File: src/hw/rtl/soi_pkg.sv
package soi_pkg;

  localparam int MAX_BEAMS = 1024;
  localparam int ADDR_W    = $clog2(MAX_BEAMS);
  localparam int CNT_W     = ADDR_W + 1;

  localparam logic [16:0] HALF_PI   = 17'd102944;
  localparam logic [33:0] CORDIC_K  = 34'd652032874;
  localparam logic [30:0] ONE_Q30   = 31'h4000_0000;
  localparam logic [15:0] RANGE_MAX = 16'hFFFF;

  // configuration register indexes
  localparam logic [1:0] REG_RADIUS = 2'd0;
  localparam logic [1:0] REG_STEP   = 2'd1;
  localparam logic [1:0] REG_COUNT  = 2'd2;

  localparam logic OP_LOAD  = 1'b0;
  localparam logic OP_QUERY = 1'b1;

  typedef struct packed {
    logic        op;
    logic [9:0]  beam_index;
    logic [15:0] range_mm;
  } in_item_t;

  typedef struct packed {
    logic [9:0]  query_index;
    logic [15:0] expanded_range_mm;
  } out_item_t;

  typedef enum logic [4:0] {
    CMD_NONE,
    CMD_LOAD,
    CMD_QINIT,
    CMD_RD,
    CMD_RD_IDX,
    CMD_J_INC,
    CMD_J_CLR,
    CMD_BEST_INIT,
    CMD_BEAM,
    CMD_SQ,
    CMD_SQ_STEP,
    CMD_AT_INIT,
    CMD_COR_STEP,
    CMD_AT_FIN,
    CMD_COS1_INIT,
    CMD_LINE_INIT,
    CMD_DIV_STEP,
    CMD_LINE_FIN,
    CMD_ARC_MUL,
    CMD_ARC_DIV_INIT,
    CMD_COS2_INIT,
    CMD_ARC_FIN,
    CMD_SUM,
    CMD_OUT_ZERO,
    CMD_OUT_BEST
  } cmd_t;

  typedef struct packed {
    logic oor;        // query index at or beyond beam count
    logic lt_r;       // read beam closer than radius
    logic j_last;
    logic sqrt_last;
    logic need_atan;
    logic cor_last;
    logic diff_gt_a;
    logic line_div;
    logic div_last;
    logic a_zero;
  } stat_t;

  function automatic logic [15:0] atan_tab(input logic [4:0] i);
    logic [15:0] v;
    begin
      case (i)
        5'd0:    v = 16'd51472;
        5'd1:    v = 16'd30386;
        5'd2:    v = 16'd16055;
        5'd3:    v = 16'd8150;
        5'd4:    v = 16'd4091;
        5'd5:    v = 16'd2047;
        5'd6:    v = 16'd1024;
        5'd7:    v = 16'd512;
        5'd8:    v = 16'd256;
        5'd9:    v = 16'd128;
        5'd10:   v = 16'd64;
        5'd11:   v = 16'd32;
        5'd12:   v = 16'd16;
        5'd13:   v = 16'd8;
        5'd14:   v = 16'd4;
        5'd15:   v = 16'd2;
        5'd16:   v = 16'd1;
        default: v = 16'd0;
      endcase
      atan_tab = v;
    end
  endfunction

endpackage

File: src/hw/rtl/soi_ctrl.sv
module soi_ctrl (
  input  logic            clk,
  input  logic            rst_n,
  input  logic            start,
  input  logic            op,
  input  soi_pkg::stat_t  st,
  output soi_pkg::cmd_t   cmd,
  output logic            busy
);
  import soi_pkg::*;

  typedef enum logic [4:0] {
    S_IDLE, S_Q0, S_P1_RD, S_P1_CK, S_P2_RDI, S_P2_BI, S_P2_RD, S_P2_LD,
    S_P2_SQ, S_P2_SQI, S_P2_AT0, S_P2_ATI, S_P2_ATF, S_P2_CMP, S_P2_C1I,
    S_P2_LN, S_P2_LDV, S_P2_LF, S_P2_AR0, S_P2_AD0, S_P2_ADV, S_P2_C2,
    S_P2_C2I, S_P2_AM, S_P2_SUM, S_P2_NEXT
  } state_t;

  state_t state_r, state_nxt;

  always_ff @(posedge clk) begin
    if (!rst_n) state_r <= S_IDLE;
    else        state_r <= state_nxt;
  end

  assign busy = (state_r != S_IDLE);

  always_comb begin
    state_nxt = state_r;
    cmd       = CMD_NONE;
    unique case (state_r)
      S_IDLE: begin
        if (start) begin
          if (op == OP_QUERY) begin
            cmd       = CMD_QINIT;
            state_nxt = S_Q0;
          end else begin
            cmd = CMD_LOAD;
          end
        end
      end
      S_Q0: begin
        if (st.oor) begin
          cmd       = CMD_OUT_ZERO;
          state_nxt = S_IDLE;
        end else begin
          cmd       = CMD_RD;
          state_nxt = S_P1_CK;
        end
      end
      S_P1_RD: begin
        cmd       = CMD_RD;
        state_nxt = S_P1_CK;
      end
      S_P1_CK: begin
        if (st.lt_r) begin
          cmd       = CMD_OUT_ZERO;
          state_nxt = S_IDLE;
        end else if (st.j_last) begin
          cmd       = CMD_J_CLR;
          state_nxt = S_P2_RDI;
        end else begin
          cmd       = CMD_J_INC;
          state_nxt = S_P1_RD;
        end
      end
      S_P2_RDI: begin
        cmd       = CMD_RD_IDX;
        state_nxt = S_P2_BI;
      end
      S_P2_BI: begin
        cmd       = CMD_BEST_INIT;
        state_nxt = S_P2_RD;
      end
      S_P2_RD: begin
        cmd       = CMD_RD;
        state_nxt = S_P2_LD;
      end
      S_P2_LD: begin
        cmd       = CMD_BEAM;
        state_nxt = S_P2_SQ;
      end
      S_P2_SQ: begin
        cmd       = CMD_SQ;
        state_nxt = S_P2_SQI;
      end
      S_P2_SQI: begin
        cmd = CMD_SQ_STEP;
        if (st.sqrt_last) state_nxt = S_P2_AT0;
      end
      S_P2_AT0: begin
        cmd       = CMD_AT_INIT;
        state_nxt = st.need_atan ? S_P2_ATI : S_P2_CMP;
      end
      S_P2_ATI: begin
        cmd = CMD_COR_STEP;
        if (st.cor_last) state_nxt = S_P2_ATF;
      end
      S_P2_ATF: begin
        cmd       = CMD_AT_FIN;
        state_nxt = S_P2_CMP;
      end
      S_P2_CMP: begin
        if (st.diff_gt_a) begin
          state_nxt = S_P2_NEXT;
        end else begin
          cmd       = CMD_COS1_INIT;
          state_nxt = S_P2_C1I;
        end
      end
      S_P2_C1I: begin
        cmd = CMD_COR_STEP;
        if (st.cor_last) state_nxt = S_P2_LN;
      end
      S_P2_LN: begin
        cmd       = CMD_LINE_INIT;
        state_nxt = st.line_div ? S_P2_LDV : S_P2_AR0;
      end
      S_P2_LDV: begin
        cmd = CMD_DIV_STEP;
        if (st.div_last) state_nxt = S_P2_LF;
      end
      S_P2_LF: begin
        cmd       = CMD_LINE_FIN;
        state_nxt = S_P2_AR0;
      end
      S_P2_AR0: begin
        cmd       = CMD_ARC_MUL;
        state_nxt = st.a_zero ? S_P2_SUM : S_P2_AD0;
      end
      S_P2_AD0: begin
        cmd       = CMD_ARC_DIV_INIT;
        state_nxt = S_P2_ADV;
      end
      S_P2_ADV: begin
        cmd = CMD_DIV_STEP;
        if (st.div_last) state_nxt = S_P2_C2;
      end
      S_P2_C2: begin
        cmd       = CMD_COS2_INIT;
        state_nxt = S_P2_C2I;
      end
      S_P2_C2I: begin
        cmd = CMD_COR_STEP;
        if (st.cor_last) state_nxt = S_P2_AM;
      end
      S_P2_AM: begin
        cmd       = CMD_ARC_FIN;
        state_nxt = S_P2_SUM;
      end
      S_P2_SUM: begin
        cmd       = CMD_SUM;
        state_nxt = S_P2_NEXT;
      end
      S_P2_NEXT: begin
        if (st.j_last) begin
          cmd       = CMD_OUT_BEST;
          state_nxt = S_IDLE;
        end else begin
          cmd       = CMD_J_INC;
          state_nxt = S_P2_RD;
        end
      end
      default: state_nxt = S_IDLE;
    endcase
  end

endmodule

File: config.mk
export PLATFORM = sky130hd
export DESIGN_NAME = soi_ctrl
export DESIGN_NICKNAME = d
export VERILOG_FILES = /design/src/hw/rtl/soi_pkg.sv /design/src/hw/rtl/soi_ctrl.sv
export SDC_FILE = /design/constraint.sdc
export NUM_CORES = 1
export LEC_CHECK = 0
export ABC_AREA = 1
export CAP_MARGIN = 30
export CORE_MARGIN = 1
export CORE_UTILIZATION = 25
export CTS_CLUSTER_SIZE = 20
export DETAILED_ROUTE_END_ITERATION = 6
export DONT_BUFFER_PORTS = 1
export GPL_ROUTABILITY_DRIVEN = 1
export PLACE_DENSITY = 0.46
export SYNTH_ARGS = -nofsm -noshare
export SYNTH_HDL_FRONTEND = slang
export SYNTH_SLANG_ARGS = --single-unit
File: constraint.sdc
create_clock -name clk -period 2 [get_ports clk]
set_clock_uncertainty 0.1 [all_clocks]
set_input_delay 0.2 -clock clk [delete_from_list [all_inputs] [get_ports clk]]
set_output_delay 0.2 -clock clk [all_outputs]
set_load 0.05 [all_outputs]
Yosys cells after proc, flatten, opt, wreduce, memory -nomap -nowiden --
Index checks and enable logic that the tools add are counted.
Operators by class: equal/unequal tests 33, muxes and demuxes 25, reduce and logical (&&, ||, !) cells 6
Operators with widths (number):
- 5-bit case mux with 26 select lines | 1
- 5-bit case mux with 22 select lines | 1
- 5-bit two-way mux | 12
- 5-bit == test (second input constant) | 10
- 5-bit by 4-bit == test with 1-bit output (second input constant) | 8
- 5-bit by 3-bit == test with 1-bit output (second input constant) | 4
- 2-bit != test (second input constant) | 8
- 3-bit two-way mux | 4
- 5-bit by 2-bit == test with 1-bit output (second input constant) | 2
- 2-bit two-way mux | 5
- 4-bit two-way mux | 2
- 8-bit AND reduction | 1
- 5-bit by 1-bit == test with 1-bit output (second input constant) | 1
- 5-bit logical NOT | 1
- 5-bit nonzero test | 1
- 2-bit OR reduction | 2
- 3-bit OR reduction | 1
Storage, ports and cells: register bits after elaboration 5, input bits 14, output and inout port bits 6, word-level logic and storage cells 65

Logic depth before layout (Yosys ltp) --
depth in word-level cells 3, gate-level depth with buffers 11, gate-level depth less buffers 11

Worst setup path before layout --
No wires, ideal clock.
kind register to output, from reg state_r[4], to out cmd[0], arrival 1695 ps, slack 5 ps, cell stages (with the launch flop) 9, path buffers 1, cell sequence dfxtp_1 > buf_4 > inv_2 > nand3_1 > nor2_1 > inv_1 > nor3_1 > nor3_1 > nand2_1
On the way: cells in the longest elaborated chain, start to end 3, elaborated cells between the ends (all ways) 30, classes of those cells eq/ne: 25; mux: 1; reduce/logical: 4
Ends and longest elaborated chain:
- start, declared | RTL line soi_ctrl.sv:19 | state_t state_r, state_nxt;
- start signal, assigned | RTL line soi_ctrl.sv:23 | else state_r <= state_nxt;
- 5-bit == test, or another cell as far along | RTL line soi_ctrl.sv:31 | unique case (state_r)
- 3-bit OR reduction (no source line) or 2-bit OR reduction (tied branches)
- 5-bit case mux with 22 select lines * | RTL line soi_ctrl.sv:31
- end, declared | RTL line soi_ctrl.sv:7 | output soi_pkg::cmd_t cmd,
Mark *: on every way between the ends. The rest lies on a longest branch, timed or not.

Worst setup path after layout --
from reg state_r[1], to out cmd[4]
The elaborated chain is that of the path after synthesis.

==> reports/results.tsv <==
stage	metric	value	unit
run_status	result of the run	completed	
grt	wire length of the first global-routing pass	4905	um
logic_synthesis	largest area contributor in the netlist	sky130_fd_sc_hd__nand2_1	
cts	Max Root-Sink Buffers	2	
route	Post-DRT Antenna Nets	0	
final_layout	diode insertion count for antenna repair	0	
timing	maximum achievable frequency	0.5136	GHz
route	first-pass iteration count of the detailed router	4	
logic_synthesis	xor-xnor portion of the synthesized cell area	0	%
floorplanning	Core ar.	3128	um2
place	count of input and output buffers	0	
logic_synthesis	flip-flop and latch count after synthesis	5	
worst_hold_path	end point of the most critical hold path	state_r[0]$_SDFFE_PN0P_	
timing	setup repair after global routing missed its margin	yes	
power	switching portion of total power	38.96	%
power	worst IR drop on VDD	0.0001601	V
floorplanning	die height	60.30	um
grt	antenna violations before repair	0	
logic_synthesis	number of warning messages in the yosys log	0	
route	wire per inst	13.87	um
logic_synthesis	adder and majority cell fraction of the synthesized area	0	%
logic_synthesis	Avg Synthesized Cell Area	5.057	um2
final_layout	proportion of layout cells with a drive suffix above 1	30.77	%
grt	maximum number of pins on one net before global-route repair	12	
critical_path	worst path required time	1.70	ns
route	DRC	0	
floorplanning	overall die area	3635	um2
timing	setup_tns	0	ns
cts	root cell of the clock tree	sky130_fd_sc_hd__clkbuf_4	
critical_path	Arr. time, crit path	1.65	ns
route	via total after detailed routing	1176	
logic_synthesis	area share of and/or/nand/nor cells after synthesis	61.56	%
power	relative contribution of the clock network to total power	33.7	%
floorplanning	number of top-level design ports	20	
route	DRC marker count from the first detailed-route iteration	53	
floorplanning	initial core utilization	27.16	%
critical_path	category of the worst setup path launch point	register	
power	Total Power Consumption	0.3611	mW
power	Pint	0.2204	mW
place	hpwl dp	2357	um
logic_synthesis	post-synthesis instance area	849.6	um2
route	total wire length after detailed routing	3134	um
cts	Inserted Clock Buffers	3	
flow_run	# Max-Cap Violations	0	
grt	number of global-route vias before repair	1086	
logic_synthesis	top cell type's share of synthesized area	20.77	%
critical_path	launch instance of the worst register-to-register path	state_r[1]$_SDFFE_PN0P_	
critical_path	Crit Path Max Fanout	4	
logic_synthesis	combinational family with the most area after synthesis	simple AND/OR/NAND/NOR gates	
place	post-placement cell count	219	
cts	clock network latency to the later pin of the worst-skew pair	0.25	ns
cts	sink count of the clock tree	5	
critical_path	critical setup path kind	reg2out	
logic_synthesis	proportion of synthesized chip area in sequential cells	11.78	%
final_layout	Regs by FF count	state_r (5)	
critical_path	reg-to-reg critical path endpoint	state_r[1]$_SDFFE_PN0P_	
timing	final count of pins violating max slew	0	
final_layout	number of flip-flops under the largest register name	5	
timing	Period Utilization, post-route	97.35	%
worst_hold_path	depth of the worst hold-timing path	3	
floorplanning	floorplan row count	20	
floorplanning	die width	60.30	um
final_layout	area added between synthesis and finish	34.61	%
logic_synthesis	Syn Inst Count	168	
timing	worst relative slew slack	79.02	%
critical_path	Worst setup EP type	output pin	
logic_synthesis	unique cell type count in the Yosys netlist	24	
logic_synthesis	largest cells by area after synthesis	sky130_fd_sc_hd__nand2_1 (21%), sky130_fd_sc_hd__dfxtp_1 (12%), sky130_fd_sc_hd__nand3_1 (12%), sky130_fd_sc_hd__nor2_1 (11%), sky130_fd_sc_hd__inv_1 (10%)	
cts	H-Tree Level Count	1	
critical_path	slack of the worst reg-to-reg path	0.40	ns
final_layout	number of nets at the end of the flow	197	
power	portion of total power attributed to combinational logic	36.9	%
timing	transition time of the tightest slew-check pin	0.3127	ns
timing	Hold Worst Slack	0.07118	ns
grt	residual overflow from global routing	0	
timing	final count of hold timing violations	0	
logic_synthesis	net count of the mapped netlist	182	
worst_hold_path	launch instance of the worst min-delay path	st[4]	
logic_synthesis	multiplexer fraction of the synthesized cell area	0	%
power	power density of the placed cells	315.7	nW/um2
critical_path	worst reg-to-reg path cell count	10	
grt	global-route usage over all layers	17.93	%
timing	final-report setup violation count	0	
final_layout	Post-Layout Cell Count	226	
route	routed via count divided by cell count	5.204	
worst_hold_path	Hold/Removal Path Class	in2reg	
place	GPL Wtd Cong	1.019	
final_layout	Largest Register	state_r	
power	switching power	0.1407	mW
logic_synthesis	compound-cell area share of the yosys netlist	13.25	%
power	static leakage power	0.6087	nW
cts	Clk pin slew, worst setup/hold paths	0.05	ns
timing	minimum clock period after layout	1.947	ns
cts	CTS tree	done	
power	Reg power frac	29.4	%
power by group through the flow:
stage	clock network [mW]	registers (mW)	logic (mW)
floorplan	0	0.108	0.0871
global placement	0	0.109	0.124
detailed placement	0	0.109	0.121
CTS	0.127	0.107	0.123
global route	0.138	0.107	0.142
finish	0.122	0.106	0.133
kinds of logic after synthesis:
group | count (synthesis)
flops | 5
compound gates | 20
simple gates | 114
buf+inv | 29
layer usage:
metal	wire length, um	share of wire, %	global-route usage [%]	up-vias
met2	1589	51	31.08	44
li1	-	-	-	578
met3	241	7.7	5.844	6
met1	1250	40	21.95	548
met5	0	0	0	-
met4	52	1.7	1.993	0
Yosys cell counts (all sizes together):
cell type and number:
a31oi 4, nand4 5, nor2 28, buf 2, o211ai 1, a211oi 2
o21ai 7, nand2 51, nand3 21, nand3b 1, and2 1, nor3 6
nor4 1, inv 27, a21oi 6, dfxtp 5
worst max path at each step:
stage,from,slack [ns],cells after the start,to
floorplan,state_r[4]$_SDFFE_PN0P_,0.005,8,cmd[0]
global placement,state_r[2]$_SDFFE_PN0P_,0.04,9,cmd[0]
detailed placement,state_r[2]$_SDFFE_PN0P_,0.06,9,cmd[0]
CTS,state_r[4]$_SDFFE_PN0P_,0.007,8,cmd[4]
global route,state_r[1]$_SDFFE_PN0P_,-0.04,8,cmd[0]
finish,state_r[1]$_SDFFE_PN0P_,0.05,7,cmd[4]
what timing repair did:
action / in CTS / in global routing
pin swaps: 1 / 7
hold endpoints to repair: 0 / 0
gates resized for setup: 8 / 31
setup endpoints to repair: 5 / 4
hold buffers: 0 / 0
setup buffers: 1 / 2
placed cells by master (no fill, tap or decap), drive strengths merged:
master / synthesis / routed
nand2: 51 / 51
nor2: 28 / 28
inv: 27 / 27
nand3: 21 / 21
buf: 2 / 12
o21ai: 7 / 7
a21oi: 6 / 6
nor3: 6 / 6
nand4: 5 / 5
dfxtp: 5 / 5
a31oi: 4 / 4
clkbuf: 0 / 4
a211oi: 2 / 2
nor4: 1 / 1
o211ai: 1 / 1
nand3b: 1 / 1
and2: 1 / 1
worst max-delay path, stage by stage (launching register included):
cell,delay (ns)
sky130_fd_sc_hd__dfxtp_1,0.31
sky130_fd_sc_hd__buf_4,0.15
sky130_fd_sc_hd__nor3_2,0.29
sky130_fd_sc_hd__nand2_1,0.13
sky130_fd_sc_hd__nand3_1,0.15
sky130_fd_sc_hd__nor3_2,0.05
sky130_fd_sc_hd__o211ai_1,0.15
sky130_fd_sc_hd__buf_12,0.18
final cells by class:
| class | count | area [um2] |
|---|---|---|
| multi-input cells | 134 | 729.5 |
| clock buffers | 4 | 26.28 |
| repair buffers | 12 | 121.4 |
| fillers | 340 | 1984 |
| well taps | 44 | 55.05 |
| inverters | 27 | 101.3 |
| flip-flops and latches | 5 | 110.1 |
metrics by stage:
step / instance area (um2) / setup slack (ns) / util [%]
detailed placement: 972.2 / 0.06069 / 31.08
global placement: 972.2 / 0.04322 / 31.08
floorplan: 849.6 / 0.004996 / -
global route: 1144 / -0.04236 / 36.56
finish: 1144 / 0.05296 / 36.56
CTS: 1030 / 0.007457 / 32.92
(Power assumes the default switching activity.)
